==> config.mk <==
export PLATFORM = sky130hd
export DESIGN_NAME = three_axis_rate_averager_with_zero_core
export DESIGN_NICKNAME = d
export VERILOG_FILES = /design/src/rtl/tra_pkg.sv /design/src/rtl/tra_div.sv /design/src/rtl/three_axis_rate_averager_with_zero_core.sv
export SDC_FILE = /design/constraint.sdc
export NUM_CORES = 1
export LEC_CHECK = 0
export ABC_AREA = 1
export BUFFER_PORTS_ARGS = -buffer_cell sky130_fd_sc_hd__clkbuf_2
export CAP_MARGIN = 40
export CORE_MARGIN = 3
export CORE_UTILIZATION = 45
export CTS_CLUSTER_SIZE = 8
export DETAILED_ROUTE_END_ITERATION = 12
export HOLD_SLACK_MARGIN = 0.15
export PLACE_DENSITY = 0.63
export SYNTH_ARGS = -nofsm -noshare
export SYNTH_HDL_FRONTEND = slang
export SYNTH_SLANG_ARGS = --single-unit
==> constraint.sdc <==
create_clock -name clk -period 6.4 [get_ports clk]
set_input_delay 1.6 -clock clk [delete_from_list [all_inputs] [get_ports clk]]
set_output_delay 1.6 -clock clk [all_outputs]
set_load 0.03 [all_outputs]
==> src/rtl/tra_pkg.sv <==
// ----------------------------------------------------------------------------
// tra_pkg
// Shared types, constants and helpers of the three-axis rate averager.
// ----------------------------------------------------------------------------
package tra_pkg;

  localparam int unsigned NUM_AXES   = 3;
  localparam int unsigned AXIS_W     = 2;
  localparam int unsigned SAMPLE_W   = 16;
  localparam int unsigned SUM_W      = 21;
  localparam int unsigned COUNT_W    = 5;
  localparam int unsigned MAX_BATCH  = 16;
  localparam int unsigned ADDR_W     = 3;
  localparam int unsigned DATA_W     = 32;
  localparam int unsigned DIV_CNT_W  = 5;
  localparam int unsigned REM_W      = COUNT_W + 1;

  localparam logic [ADDR_W-1:0]  REG_SAMPLES_PER_AVERAGE = 3'd0;
  localparam logic [COUNT_W-1:0] SPA_RESET               = 5'd5;
  localparam logic [AXIS_W-1:0]  LAST_AXIS               = 2'd2;

  typedef enum logic [2:0] {
    ST_IDLE,
    ST_ACCUM,
    ST_DIV_START,
    ST_DIV_WAIT,
    ST_FINISH
  } state_t;

  typedef struct packed {
    logic               start;
    logic [SUM_W-1:0]   dividend;
    logic [COUNT_W-1:0] divisor;
  } div_req_t;

  typedef struct packed {
    logic             done;
    logic [SUM_W-1:0] quotient;
  } div_rsp_t;

  function automatic logic [COUNT_W-1:0] eff_count(input logic [COUNT_W-1:0] spa);
    logic [COUNT_W-1:0] n;
    n = spa;
    if (spa == '0) begin
      n = COUNT_W'(1);
    end else if (spa > COUNT_W'(MAX_BATCH)) begin
      n = COUNT_W'(MAX_BATCH);
    end
    return n;
  endfunction

endpackage

==> src/rtl/tra_div.sv <==
// ----------------------------------------------------------------------------
// tra_div
// Restoring divider: unsigned sum magnitude by frame count, one quotient
// bit per cycle.
// ----------------------------------------------------------------------------
module tra_div
  import tra_pkg::*;
(
  input  logic     clk,
  input  logic     rst,
  input  div_req_t req,
  output div_rsp_t rsp
);

  logic                 busy;
  logic [DIV_CNT_W-1:0] cnt;
  logic [REM_W-1:0]     rem;
  logic [SUM_W-1:0]     quo;
  logic [COUNT_W-1:0]   dvs;
  logic                 done;
  logic [REM_W-1:0]     shifted;
  logic                 fits;

  assign shifted = {rem[REM_W-2:0], quo[SUM_W-1]};
  assign fits    = shifted >= {1'b0, dvs};

  always_ff @(posedge clk) begin
    if (rst) begin
      busy <= 1'b0;
      done <= 1'b0;
      cnt  <= '0;
    end else begin
      done <= 1'b0;
      if (req.start) begin
        busy <= 1'b1;
        cnt  <= DIV_CNT_W'(SUM_W - 1);
      end else if (busy) begin
        cnt <= cnt - DIV_CNT_W'(1);
        if (cnt == '0) begin
          busy <= 1'b0;
          done <= 1'b1;
        end
      end
    end
  end

  always_ff @(posedge clk) begin
    if (req.start) begin
      rem <= '0;
      quo <= req.dividend;
      dvs <= req.divisor;
    end else if (busy) begin
      rem <= fits ? (shifted - {1'b0, dvs}) : shifted;
      quo <= {quo[SUM_W-2:0], fits};
    end
  end

  assign rsp.done     = done;
  assign rsp.quotient = quo;

endmodule

==> src/rtl/three_axis_rate_averager_with_zero_core.sv <==
// ----------------------------------------------------------------------------
// three_axis_rate_averager_with_zero_core
// Boxcar average of three gyroscope axes with zero-offset calibration.
//
// Channel  Direction  Handshake            Payload
// in       into       in_valid/in_stall    command, {x,y,z}_{low,high}_byte
// out      out of     out_valid/out_stall  result_kind, x_rate, y_rate, z_rate
// cfg      into       APB psel/penable     samples_per_average at address 0
//
// A frame that does not close a batch is accepted in ST_IDLE and then passes
// through the shared 21-bit adder in ST_ACCUM, one axis per cycle.
// A closing frame then divides each axis sum in turn in the radix-2 divider
// and loads the output register in ST_FINISH, waiting while out_stall holds a result.
// in_stall is high from acceptance until the frame is finished.
// rst is synchronous; sums, counts and zero offsets return to zero.
// ----------------------------------------------------------------------------
module three_axis_rate_averager_with_zero_core
  import tra_pkg::*;
(
  input  logic                clk,
  input  logic                rst,
  input  logic                in_valid,
  output logic                in_stall,
  input  logic                command,
  input  logic [7:0]          x_low_byte,
  input  logic [7:0]          x_high_byte,
  input  logic [7:0]          y_low_byte,
  input  logic [7:0]          y_high_byte,
  input  logic [7:0]          z_low_byte,
  input  logic [7:0]          z_high_byte,
  output logic                out_valid,
  input  logic                out_stall,
  output logic                result_kind,
  output logic signed [15:0]  x_rate,
  output logic signed [15:0]  y_rate,
  output logic signed [15:0]  z_rate,
  input  logic                psel,
  input  logic                penable,
  input  logic                pwrite,
  input  logic [ADDR_W-1:0]   paddr,
  input  logic [DATA_W-1:0]   pwdata,
  output logic [DATA_W-1:0]   prdata,
  output logic                pready
);

  state_t state, state_next;

  logic [COUNT_W-1:0]         samples_per_average;
  logic [COUNT_W-1:0]         count;
  logic [COUNT_W-1:0]         frames_in_batch;
  logic [COUNT_W-1:0]         frames_inc;
  logic                       batch_is_calibration;
  logic [AXIS_W-1:0]          axis;
  logic signed [SUM_W-1:0]    axis_sums    [NUM_AXES];
  logic signed [SAMPLE_W-1:0] samples      [NUM_AXES];
  logic signed [SAMPLE_W-1:0] zero_offsets [NUM_AXES];
  logic signed [SAMPLE_W-1:0] results      [NUM_AXES];

  logic                       accept;
  logic                       out_take;
  logic                       out_free;
  logic                       batch_done;
  logic signed [SUM_W-1:0]    sum_cur;
  logic signed [SUM_W-1:0]    sum_add;
  logic                       sum_neg;
  logic [SAMPLE_W-1:0]        quo16;
  logic signed [SAMPLE_W-1:0] avg;
  logic signed [SAMPLE_W-1:0] corrected;
  logic                       cfg_write;

  div_req_t div_req;
  div_rsp_t div_rsp;

  assign pready    = 1'b1;
  assign cfg_write = psel && penable && pwrite && pready
                     && (paddr == REG_SAMPLES_PER_AVERAGE);
  assign prdata    = (paddr == REG_SAMPLES_PER_AVERAGE)
                     ? {{(DATA_W-COUNT_W){1'b0}}, samples_per_average} : '0;

  always_ff @(posedge clk) begin
    if (rst) begin
      samples_per_average <= SPA_RESET;
    end else if (cfg_write) begin
      samples_per_average <= pwdata[COUNT_W-1:0];
    end
  end

  assign count      = eff_count(samples_per_average);
  assign in_stall   = (state != ST_IDLE);
  assign accept     = in_valid && !in_stall;
  assign out_take   = out_valid && !out_stall;
  assign out_free   = !out_valid || !out_stall;
  assign frames_inc = frames_in_batch + COUNT_W'(1);
  assign batch_done = frames_inc >= count;

  assign sum_cur   = axis_sums[axis];
  assign sum_add   = sum_cur + SUM_W'(samples[axis]);
  assign sum_neg   = sum_cur[SUM_W-1];
  assign quo16     = div_rsp.quotient[SAMPLE_W-1:0];
  assign avg       = sum_neg ? -quo16 : quo16;
  assign corrected = avg - zero_offsets[axis];

  tra_div u_div (
    .clk (clk),
    .rst (rst),
    .req (div_req),
    .rsp (div_rsp)
  );

  always_ff @(posedge clk) begin
    if (rst) begin
      state <= ST_IDLE;
    end else begin
      state <= state_next;
    end
  end

  always_comb begin
    state_next       = state;
    div_req.start    = 1'b0;
    div_req.dividend = sum_neg ? -sum_cur : sum_cur;
    div_req.divisor  = count;
    unique case (state)
      ST_IDLE: begin
        if (accept) begin
          state_next = ST_ACCUM;
        end
      end
      ST_ACCUM: begin
        if (axis == LAST_AXIS) begin
          state_next = batch_done ? ST_DIV_START : ST_IDLE;
        end
      end
      ST_DIV_START: begin
        div_req.start = 1'b1;
        state_next    = ST_DIV_WAIT;
      end
      ST_DIV_WAIT: begin
        if (div_rsp.done) begin
          state_next = (axis == LAST_AXIS) ? ST_FINISH : ST_DIV_START;
        end
      end
      ST_FINISH: begin
        if (out_free) begin
          state_next = ST_IDLE;
        end
      end
      default: state_next = ST_IDLE;
    endcase
  end

  always_ff @(posedge clk) begin
    if (rst) begin
      axis                 <= '0;
      frames_in_batch      <= '0;
      batch_is_calibration <= 1'b0;
      for (int i = 0; i < NUM_AXES; i++) begin
        axis_sums[i]    <= '0;
        zero_offsets[i] <= '0;
      end
    end else begin
      unique case (state)
        ST_IDLE: begin
          if (accept && frames_in_batch == '0) begin
            batch_is_calibration <= command;
          end
        end
        ST_ACCUM: begin
          axis_sums[axis] <= sum_add;
          if (axis == LAST_AXIS) begin
            axis            <= '0;
            frames_in_batch <= frames_inc;
          end else begin
            axis <= axis + AXIS_W'(1);
          end
        end
        ST_DIV_START: begin
        end
        ST_DIV_WAIT: begin
          if (div_rsp.done) begin
            if (batch_is_calibration) begin
              zero_offsets[axis] <= avg;
            end
            axis <= (axis == LAST_AXIS) ? '0 : axis + AXIS_W'(1);
          end
        end
        ST_FINISH: begin
          if (out_free) begin
            frames_in_batch      <= '0;
            batch_is_calibration <= 1'b0;
            for (int i = 0; i < NUM_AXES; i++) begin
              axis_sums[i] <= '0;
            end
          end
        end
        default: begin
        end
      endcase
    end
  end

  always_ff @(posedge clk) begin
    if (accept) begin
      samples[0] <= {x_high_byte, x_low_byte};
      samples[1] <= {y_high_byte, y_low_byte};
      samples[2] <= {z_high_byte, z_low_byte};
    end
    if (state == ST_DIV_WAIT && div_rsp.done) begin
      results[axis] <= batch_is_calibration ? avg : corrected;
    end
  end

  always_ff @(posedge clk) begin
    if (rst) begin
      out_valid <= 1'b0;
    end else if (state == ST_FINISH && out_free) begin
      out_valid <= 1'b1;
    end else if (out_take) begin
      out_valid <= 1'b0;
    end
  end

  always_ff @(posedge clk) begin
    if (state == ST_FINISH && out_free) begin
      result_kind <= batch_is_calibration;
      x_rate      <= results[0];
      y_rate      <= results[1];
      z_rate      <= results[2];
    end
  end

endmodule

==> results.yml, run 1 <==
outcome:
  status: "complete, no violations"
power:
  p_leak_nw: 8.01
  p_per_area_nw_per_um2: 494
  peakVddDrop_v: 0.000281
  p_total_w: 0.00959
yosys:
  yosys.area.top_type: "edfxtp_1"
  async_flop_share: 0
  netlist_instances: 1699
  synth-main-ff-cell: "edfxtp_1"
  synthTopCellsByArea: "edfxtp_1, nand2_1, nor2_1"
  yosysTopAreaCellShare: 0.564
  synth_edf_count: 319
  seq_area_frac_synth: 0.601
  yosysWarnings: 0
  synth.avg_cell_area_um2: 9.99
  syn_area_um2: 17000
  ys_seq_elements: 350
  synth.distinct_cells: 52
layout:
  nets: 1981
  final_common_cell: "nand2_1"
  seq_area_um2: 10200
  fin_util: 0.526
  layout-drive-gt1-share: 0.128
  multiInputGateArea_um2: 5740
  final_cell_mix: "nand2_1, edfxtp_1, nor2_1, inv_1, clkbuf_2"
  fill_cells: 3334
  antennaDiodeCount: 0
  fin_area_um2: 19400
  area.growth.synth_to_final_pct: 14.3
timing:
  max_freq_ghz: 0.220
  tns_ns: 0
  setup_ws_ns: 1.85
  min_period_over_period: 0.711
  skew_ns: 0.0354
  hold_viol: 0
  rsz0062_at_grt: "false"
  min_period_ns: 4.55
  tightest_slew_ns: 0.905
  slew_viol_final: 0
  maxSlewHeadroom: 0.395
  setup_viol: 0
floorplanning:
  dieHeight_um: 200
  io_pins: 175
  rows: 70
  core-area_um2: 36900
  die_width_um: 200
  initial_core_util: 0.460
  floorplan.die_area_um2: 40100
clock_tree:
  post_cts_resized: 0
  clkTransAtPathRegs_ns: 0.05
  numCtsBuffers: 49
  cts_tree: "yes"
  cts_hold_buf: 0
  insertion_delay_ns: 0.60
  root_buffer: "clkbuf_16"
  postCtsSetupBuffers: 0
  htree_levels: 2
  cts_sinks: 350
  clock_path_buffers: 3
routing:
  ant_nets: 0
  vias_per_cell: 5.13
  post-route-drc-count: 0
  dr_total_vias: 12052
  first_pass_iters: 5
  drtIter0Drc: 766
  routed_wl_mm: 40.0
  routedWlPerCell_um: 17.0
grt:
  grt_pass1_wl_mm: 63.1
  gr-usage-all-layers: 0.198
  grt_pass1_vias: 11980
  antenna_found_initial: 0
  grt_max_degree: 59
  overflow: 0
worst_setup_path:
  critPathLaunchType: "register"
  crit_type: "register to register"
  cp_max_fo: 35
  required_ns: 6.66
  cp.arrival_ns: 4.81
  cp-end-kind: "register"
placed_design:
  placed_area_um2: 18100
  numPortBuffers: 119
  dp_slack_ns: 1.92
  gp_congestion: 0.917
  hpwlAfterDp_mm: 27.4
hold_path:
  hp-class: "register to register"
job:
  cap_violations: 0
[cells by family (layout without fill, tap and decap cells)]
kind of cell               after synthesis  after routing  synth area share
DFF                                    350            350             0.601
xor gates and xnor gates                43             43            0.0222
and+or+nand+nor                        766            766             0.188
buffers and inverters                  253            375            0.0680
AOI/OAI and AO/OA                      231            231            0.0795
adders and majority gates               54             54            0.0411
other                                    2             28          0.000442
[area by class of cell]
class | count | share of cell area
Clock buffer | 59 | 0.0651
Clock inverter | 3 | 0.00413
Inverter | 170 | 0.0331
Multi-Input combinational cell | 1122 | 0.296
Sequential cell | 350 | 0.526
Tap cell | 504 | 0.0325
Timing Repair Buffer | 143 | 0.0437
[sequential cells by signal, summed over array words and instances (netlist names), 16 cells and up, named ones only]
signal,cells
axis_sums,84
zero_offsets,64
results,48
z_rate,16
samples,48
x_rate,16
y_rate,16
u_div.quo,21
[worst paths after layout]
check	start	end	slack, ns	cells after the start
setup / recovery	register	results[2][11]$_DFFE_PP_	1.85	17
hold / removal	results[1][7]$_DFFE_PP_	y_rate[7]$_DFFE_PP_	0.41	0
setup reg to reg	register	results[2][11]$_DFFE_PP_	1.85	17
hold reg to reg	results[1][7]$_DFFE_PP_	y_rate[7]$_DFFE_PP_	0.41	0
[cell usage after synthesis, types with 3 or more instances]
library cell and n:
a211oi_1 6, a21oi_1 104, a31oi_1 3, a32o_1 12, buf_2 9, buf_4 33, buf_6 7, clkbuf_1 31
dfxtp_1 31, edfxtp_1 319, fa_1 3, ha_1 51, inv_1 167, nand2_1 382, nand2_2 9, nand3_1 106
nand4_1 14, nor2_1 215, nor2_2 3, nor3_1 8, nor4_1 9, o21ai_0 69, o21ai_1 4, o21ai_2 3
o21bai_1 6, o22ai_1 7, o31ai_1 4, or2_2 9, xnor2_1 6, xor2_1 37
[worst max-delay path, cell delays in order (launching register included)]
cell and delay (ns):
dfxtp_2 0.82, inv_4 0.32, nand2_1 0.14, nand3_1 0.09, nand2_2 0.39, inv_4 0.23
nand2_1 0.13, xor2_1 0.36, ha_1 0.28, nand2_1 0.07, a21oi_1 0.12, nor2_1 0.07
o21ai_0 0.49, nand3_1 0.20, nand2_1 0.10, nand2_1 0.05, nand3_1 0.06, o21ai_0 0.21
[routing by layer]
| metal | vias to the layer above | track usage | share of wire |
|---|---|---|---|
| met5 | - | 0 | 0 |
| met4 | 0 | 0.0695 | 0.027 |
| met3 | 72 | 0.0341 | 0.050 |
| met2 | 347 | 0.350 | 0.49 |
| met1 | 5667 | 0.246 | 0.43 |
| li1 | 5966 | - | - |
[stage by stage]
step / instances / hold slack [ns]
final: 2351 / 0.414
after global placement: 2281 / 0.401
after CTS: 2351 / 0.414
after floorplan: 1725 / 0.400
after global routing: 2351 / 0.419
after detailed placement: 2289 / 0.405
[report_power, final]
part	switching (W)	total [W]	internal, W
combinational	0.00286	0.00411	0.00125
clock	0.000938	0.00231	0.00138
sequential	0.000128	0.00317	0.00304
total	0.00392	0.00959	0.00567
No activity file was read; power rests on OpenSTA's default activity.
==> run 2, diff against run 1 <==
--- a/config.mk
+++ b/config.mk
@@ -5,7 +5,7 @@
 export SDC_FILE = /design/constraint.sdc
 export NUM_CORES = 1
 export LEC_CHECK = 0
-export ABC_AREA = 1
+export ABC_AREA = 0
 export BUFFER_PORTS_ARGS = -buffer_cell sky130_fd_sc_hd__clkbuf_2
 export CAP_MARGIN = 40
 export CORE_MARGIN = 3
==> constraint.sdc (replaced) <==
create_clock -name clk -period 4.56 [get_ports clk]
set_input_delay 1.14 -clock clk [delete_from_list [all_inputs] [get_ports clk]]
set_output_delay 1.14 -clock clk [all_outputs]
set_load 0.03 [all_outputs]
==> results.yml, run 2 <==
outcome:
  status: "complete, no violations"
timing:
  hold_viol: 0
  skew_ns: 0.0219
  slew_viol_final: 0
  setup_ws_ns: 0.374
  min_period_ns: 4.19
  min_period_over_period: 0.918
  maxSlewHeadroom: 0.558
  tns_ns: 0
  setup_viol: 0
  tightest_slew_ns: 0.663
  max_freq_ghz: 0.239
  rsz0062_at_grt: "false"
yosys:
  yosysWarnings: 0
  synth.distinct_cells: 73
  synthTopCellsByArea: "edfxtp_1, mux4_2, ha_1"
  async_flop_share: 0
  ys_seq_elements: 350
  syn_area_um2: 16300
  seq_area_frac_synth: 0.626
  synth_edf_count: 319
  yosysTopAreaCellShare: 0.588
  synth.avg_cell_area_um2: 13.0
  synth-main-ff-cell: "edfxtp_1"
  yosys.area.top_type: "edfxtp_1"
  synth_most_common_cell: "edfxtp_1"
  ys_top_cells_by_count: "edfxtp_1, nor2_1, inv_1"
  netlist_instances: 1251
worst_setup_path:
  cp_max_fo: 5
  critPathMaxStageDelay_ns: 0.52
  path_cells: "or3_1 > or3b_2 > or2_2 > o31ai_1 > xor2_1 > inv_1 > ha_1 > o21ai_0 > nand3b_1 > o21ai_0 > a311o_1 > a211oi_1 > xnor2_1"
  worstReg2RegStart: "u_div.quo[2]$_DFFE_PP_"
  required_ns: 4.86
  crit_slowest_cell: "or3b_2"
  reg2reg_depth: 13
  crit_type: "register to register"
  rr_endpoint: "results[0][15]$_DFFE_PP_"
  cp.arrival_ns: 4.48
  crit_family: "simple AND/OR/NAND/NOR gates"
  critPathLaunchType: "register"
  worst-path-buf-inv: 1
  cp-end-kind: "register"
  r2r_slack_ns: 0.37
  crit_path_frequent_cell: "o21ai_0"
layout:
  top_register: "axis_sums"
  reg.largest.list: "axis_sums x84, zero_offsets x64"
  layout-drive-gt1-share: 0.185
  final_cell_mix: "edfxtp_1, nor2_1, clkbuf_2, inv_1, nand2_1"
  final_common_cell: "edfxtp_1"
  nets: 1563
  area.growth.synth_to_final_pct: 16.3
  largest_reg_flops: 84
  antennaDiodeCount: 0
floorplanning:
  rows: 69
  io_pins: 175
  floorplan.die_area_um2: 38500
  dieHeight_um: 196
  die_width_um: 196
  initial_core_util: 0.457
  core-area_um2: 35700
hold_path:
  hold_path_end: "y_rate[9]$_DFFE_PP_"
  hp-class: "register to register"
  whs_path_depth: 0
  hold_start: "results[1][9]$_DFFE_PP_"
routing:
  routedWlPerCell_um: 16.7
  post-route-drc-count: 0
  dr_total_vias: 9882
  vias_per_cell: 5.20
  routed_wl_mm: 31.8
  ant_nets: 0
  first_pass_iters: 5
  drtIter0Drc: 604
clock_tree:
  clock_path_buffers: 3
  clkTransAtPathRegs_ns: 0.05
  post_cts_resized: 0
  cts_sinks: 350
  numCtsBuffers: 49
  insertion_delay_ns: 0.58
  htree_levels: 2
  root_buffer: "clkbuf_16"
  cts_tree: "yes"
  cts_hold_buf: 0
  postCtsSetupBuffers: 0
grt:
  grt_pass1_wl_mm: 51.8
  grt_pass1_vias: 10009
  grt_max_degree: 52
  overflow: 0
  gr-usage-all-layers: 0.167
  antenna_found_initial: 0
power:
  p_leak_nw: 7.29
  p_per_area_nw_per_um2: 446
  peakVddDrop_v: 0.000294
placed_design:
  hpwlAfterDp_mm: 21.8
  numPortBuffers: 119
  dp_slack_ns: 0.406
  gp_congestion: 0.821
job:
  cap_violations: 0
-- run 2: cell count changes after synthesis, sizes merged, moves of 13 or more --
cell | before | now
buf | 52 | 39
nor2b | 0 | 15
mux2i | 0 | 32
mux4 | 0 | 37
xnor2 | 6 | 26
nand2b | 0 | 16
nand2 | 391 | 83
a21oi | 105 | 34
nand3 | 108 | 9
inv | 170 | 85
nor2 | 220 | 167
-- run 2: kinds of logic (layout without fill, tap and decap cells) --
group / after synthesis / after routing / synth area share
AND/OR/NAND/NOR: 360 / 360 / 0.101
multiplexers: 69 / 69 / 0.0719
XOR/XNOR: 65 / 65 / 0.0354
AO/OA/AOI/OAI: 194 / 194 / 0.0790
buffers and inverters: 157 / 320 / 0.0441
adder cells (fa/ha/maj): 54 / 54 / 0.0428
flip-flops: 350 / 350 / 0.626
other: 2 / 28 / 0.000461
-- run 2: worst reg2reg max path: stages (launching register included) --
cell and delay, ns:
edfxtp_1 0.46, or3_1 0.44, or3b_2 0.52, or2_2 0.34, o31ai_1 0.31, xor2_1 0.31, inv_1 0.14, ha_1 0.37
o21ai_0 0.11, nand3b_1 0.09, o21ai_0 0.08, a311o_1 0.32, a211oi_1 0.28, xnor2_1 0.15
-- run 2: cell type report --
cell class / count / area [um2]
fillers: 2991 / 16700
flip-flops and latches: 350 / 10200
multi-input cells: 770 / 5510
clock buffers: 71 / 1340
repair buffers: 162 / 971
well taps: 461 / 577
inverters: 85 / 319
clock inverters: 2 / 38.8
-- run 2: how the worst max path moves through the flow --
stage	startpoint	end	slack, ns	cells after the start
floorplan	register	axis_sums[2][16]$_SDFFCE_PN0P_	0.24	16
global placement	u_div.quo[2]$_DFFE_PP_	results[2][15]$_DFFE_PP_	0.42	13
detailed placement	u_div.quo[2]$_DFFE_PP_	results[1][15]$_DFFE_PP_	0.41	13
CTS	u_div.quo[2]$_DFFE_PP_	results[2][15]$_DFFE_PP_	0.39	13
global route	u_div.quo[2]$_DFFE_PP_	results[1][12]$_DFFE_PP_	0.008	13
finish	u_div.quo[2]$_DFFE_PP_	results[0][15]$_DFFE_PP_	0.37	13
-- run 2: metrics by stage --
step	instance area, um2	utilization	cells	power (W)	hold slack [ns]
6_report	19000	0.532	1901	0.00846	0.414
3_5_place_dp	17600	0.493	1828	0.00524	0.405
4_1_cts	19000	0.532	1901	0.00855	0.415
3_3_place_gp	17500	0.490	1820	0.00519	0.404
5_1_grt	19000	0.532	1901	0.00887	0.423
2_1_floorplan	16400	-	1277	0.00490	0.400
-- run 2: layer usage --
| metal | wire [um] | vias to the layer above | GRT usage |
|---|---|---|---|
| met4 | 699 | 0 | 0.0555 |
| met5 | 0 | - | 0 |
| li1 | - | 4867 | - |
| met3 | 1320 | 51 | 0.0313 |
| met2 | 15700 | 203 | 0.287 |
| met1 | 14100 | 4761 | 0.216 |
-- run 2: power by group --
| group | total, W | switching (W) | internal (W) | leakage [nW] |
|---|---|---|---|---|
| Combinational | 0.00146 | 0.000884 | 0.000572 | 3.32 |
| Sequential | 0.00373 | 0.0000357 | 0.00369 | 3.30 |
| Clock | 0.00328 | 0.00128 | 0.00200 | 0.663 |
| Total | 0.00846 | 0.00220 | 0.00626 | 7.29 |
==> run 3, diff against run 2 <==
--- a/config.mk
+++ b/config.mk
@@ -14,6 +14,7 @@
 export DETAILED_ROUTE_END_ITERATION = 12
 export HOLD_SLACK_MARGIN = 0.15
 export PLACE_DENSITY = 0.63
+export SETUP_SLACK_MARGIN = 0.4
 export SYNTH_ARGS = -nofsm -noshare
 export SYNTH_HDL_FRONTEND = slang
 export SYNTH_SLANG_ARGS = --single-unit
==> constraint.sdc (replaced) <==
create_clock -name clk -period 4.6 [get_ports clk]
set_input_delay 1.15 -clock clk [delete_from_list [all_inputs] [get_ports clk]]
set_output_delay 1.15 -clock clk [all_outputs]
set_load 0.03 [all_outputs]
==> results.yml, run 3 (synthesized netlist as in run 2, its figures left out) <==
outcome:
  status: "complete, no violations"
clock_tree:
  cts_sinks: 350
  cts_hold_buf: 0
  numCtsBuffers: 49
  insertion_delay_ns: 0.56
  clock_path_buffers: 3
  clkTransAtPathRegs_ns: 0.05
  root_buffer: "clkbuf_16"
  htree_levels: 2
  cts_tree: "yes"
worst_setup_path:
  cp_max_fo: 17
  crit_slowest_cell: "mux4_2"
  worst-path-buf-inv: 2
  cp.depth: 13
  rr_endpoint: "results[2][15]$_DFFE_PP_"
  crit_type: "register to register"
  critPathMaxStageDelay_ns: 0.73
  cp-end-kind: "register"
  reg2reg_depth: 13
  required_ns: 4.87
  critPathLaunchType: "register"
  cp.arrival_ns: 4.29
  r2r_slack_ns: 0.58
  crit_path_frequent_cell: "xnor2_1"
  crit_path_end: "results[2][15]$_DFFE_PP_"
  crit_family: "compound AO/OA/AOI/OAI gates"
  path_cells: "mux4_2 > nor2b_1 > xnor2_1 > inv_1 > ha_1 > o21a_1 > o31a_1 > o41a_1 > a31oi_2 > buf_4 > a21oi_1 > a211oi_2 > xnor2_1"
power:
  p_total_w: 0.00837
  p_per_area_nw_per_um2: 439
  p_leak_nw: 7.33
  peakVddDrop_v: 0.000284
layout:
  final_cell_mix: "edfxtp_1, nor2_1, clkbuf_2, inv_1, nand2_1"
  area.growth.synth_to_final_pct: 17.0
  antennaDiodeCount: 0
  fill_cells: 3023
  final_common_cell: "edfxtp_1"
  layout-drive-gt1-share: 0.196
  largest_reg_flops: 84
  finalNonFillerCells: 1907
  top_register: "axis_sums"
  reg.largest.list: "axis_sums x84, zero_offsets x64"
  nets: 1569
floorplanning:
  io_pins: 175
  dieHeight_um: 196
  core-area_um2: 35700
  die_width_um: 196
  initial_core_util: 0.457
  rows: 69
  floorplan.die_area_um2: 38500
timing:
  slew_viol_final: 0
  skew_ns: 0.0284
  maxSlewHeadroom: 0.549
  rsz0062_at_grt: "false"
  hold_viol: 0
  tns_ns: 0
  max_freq_ghz: 0.249
  min_period_over_period: 0.874
  min_period_ns: 4.02
  setup_viol: 0
  tightest_slew_ns: 0.677
  holdWs_ns: 0.414
routing:
  drtIter0Drc: 578
  post-route-drc-count: 0
  first_pass_iters: 5
  ant_nets: 0
  vias_per_cell: 5.17
  dr_total_vias: 9861
  routed_wl_mm: 31.9
  routedWlPerCell_um: 16.7
grt:
  antenna_found_initial: 0
  gr-usage-all-layers: 0.164
  grt_max_degree: 52
  busiest_layer: "met2"
  grt_pass1_wl_mm: 50.9
  grt_use_met3: 0.0301
  overflow: 0
  met1_usage: 0.213
  grt_use_met2: 0.283
  grt_pass1_vias: 9951
job:
  cap_violations: 0
placed_design:
  placed_cells: 1823
  hpwlAfterDp_mm: 21.7
  numPortBuffers: 119
  gp_congestion: 0.806
hold_path:
  hp-class: "register to register"
  hold_start: "results[2][11]$_DFFE_PP_"
-- run 3: cell types whose count changed in the layout (fill, tap and decap cells not counted), moves of 2 or more --
cell	delta
buf_4	+5
a31oi_1	-2
a31oi_2	+2
ha_1	-2
ha_2	+2
o21ai_0	-2
o21ai_1	+2
o31ai_1	-2
o31ai_2	+2
-- run 3: report_power, final --
part | internal [W] | switching (W)
registers | 0.00366 | 0.0000349
logic | 0.000579 | 0.000890
clock network | 0.00197 | 0.00125
-- run 3: cell type report --
class	count	area, um2	share of cell area
clock buffers	70	1330	0.0695
clock inverters	3	42.5	0.00223
inverters	85	319	0.0167
multi-input cells	770	5570	0.292
flip-flops and latches	350	10200	0.535
well taps	461	577	0.0302
repair buffers	168	1040	0.0546
-- run 3: worst reg2reg max path, cell delays in order, from the launching register on --
cell	delay [ns]
dfxtp_4	0.49
mux4_2	0.73
nor2b_1	0.23
xnor2_1	0.24
inv_1	0.11
ha_1	0.37
o21a_1	0.19
o31a_1	0.12
o41a_1	0.37
a31oi_2	0.25
buf_4	0.16
a21oi_1	0.11
a211oi_2	0.25
xnor2_1	0.13
-- run 3: worst min-delay path by stage --
stage	endpoint	slack, ns	depth (start not counted)
CTS	x_rate[6]$_DFFE_PP_	0.42	0
global placement	x_rate[10]$_DFFE_PP_	0.40	0
floorplan	x_rate[0]$_DFFE_PP_	0.40	0
finish	z_rate[11]$_DFFE_PP_	0.41	0
global route	x_rate[13]$_DFFE_PP_	0.42	0
detailed placement	x_rate[6]$_DFFE_PP_	0.40	0
-- run 3: what timing repair did --
item,4_1_cts,5_1_grt
setup endpoints to repair,3,18
pin swaps,0,3
setup buffers,0,11
resized for setup,1,13
-- run 3: metal layers --
layer  vias to the layer above  share of wire
li1                       4864              -
met5                         -              0
met4                         0          0.020
met3                        55          0.048
met1                      4705           0.43
met2                       237           0.50
-- run 3: metrics by stage --
step                      utilization  instance area, um2  setup WS [ns]
after global routing            0.535               19100          0.395
after global placement          0.489               17400          0.428
after floorplan                     -               16400          0.438
after detailed placement        0.493               17600          0.321
final                           0.535               19100          0.578
after CTS                       0.531               18900          0.400
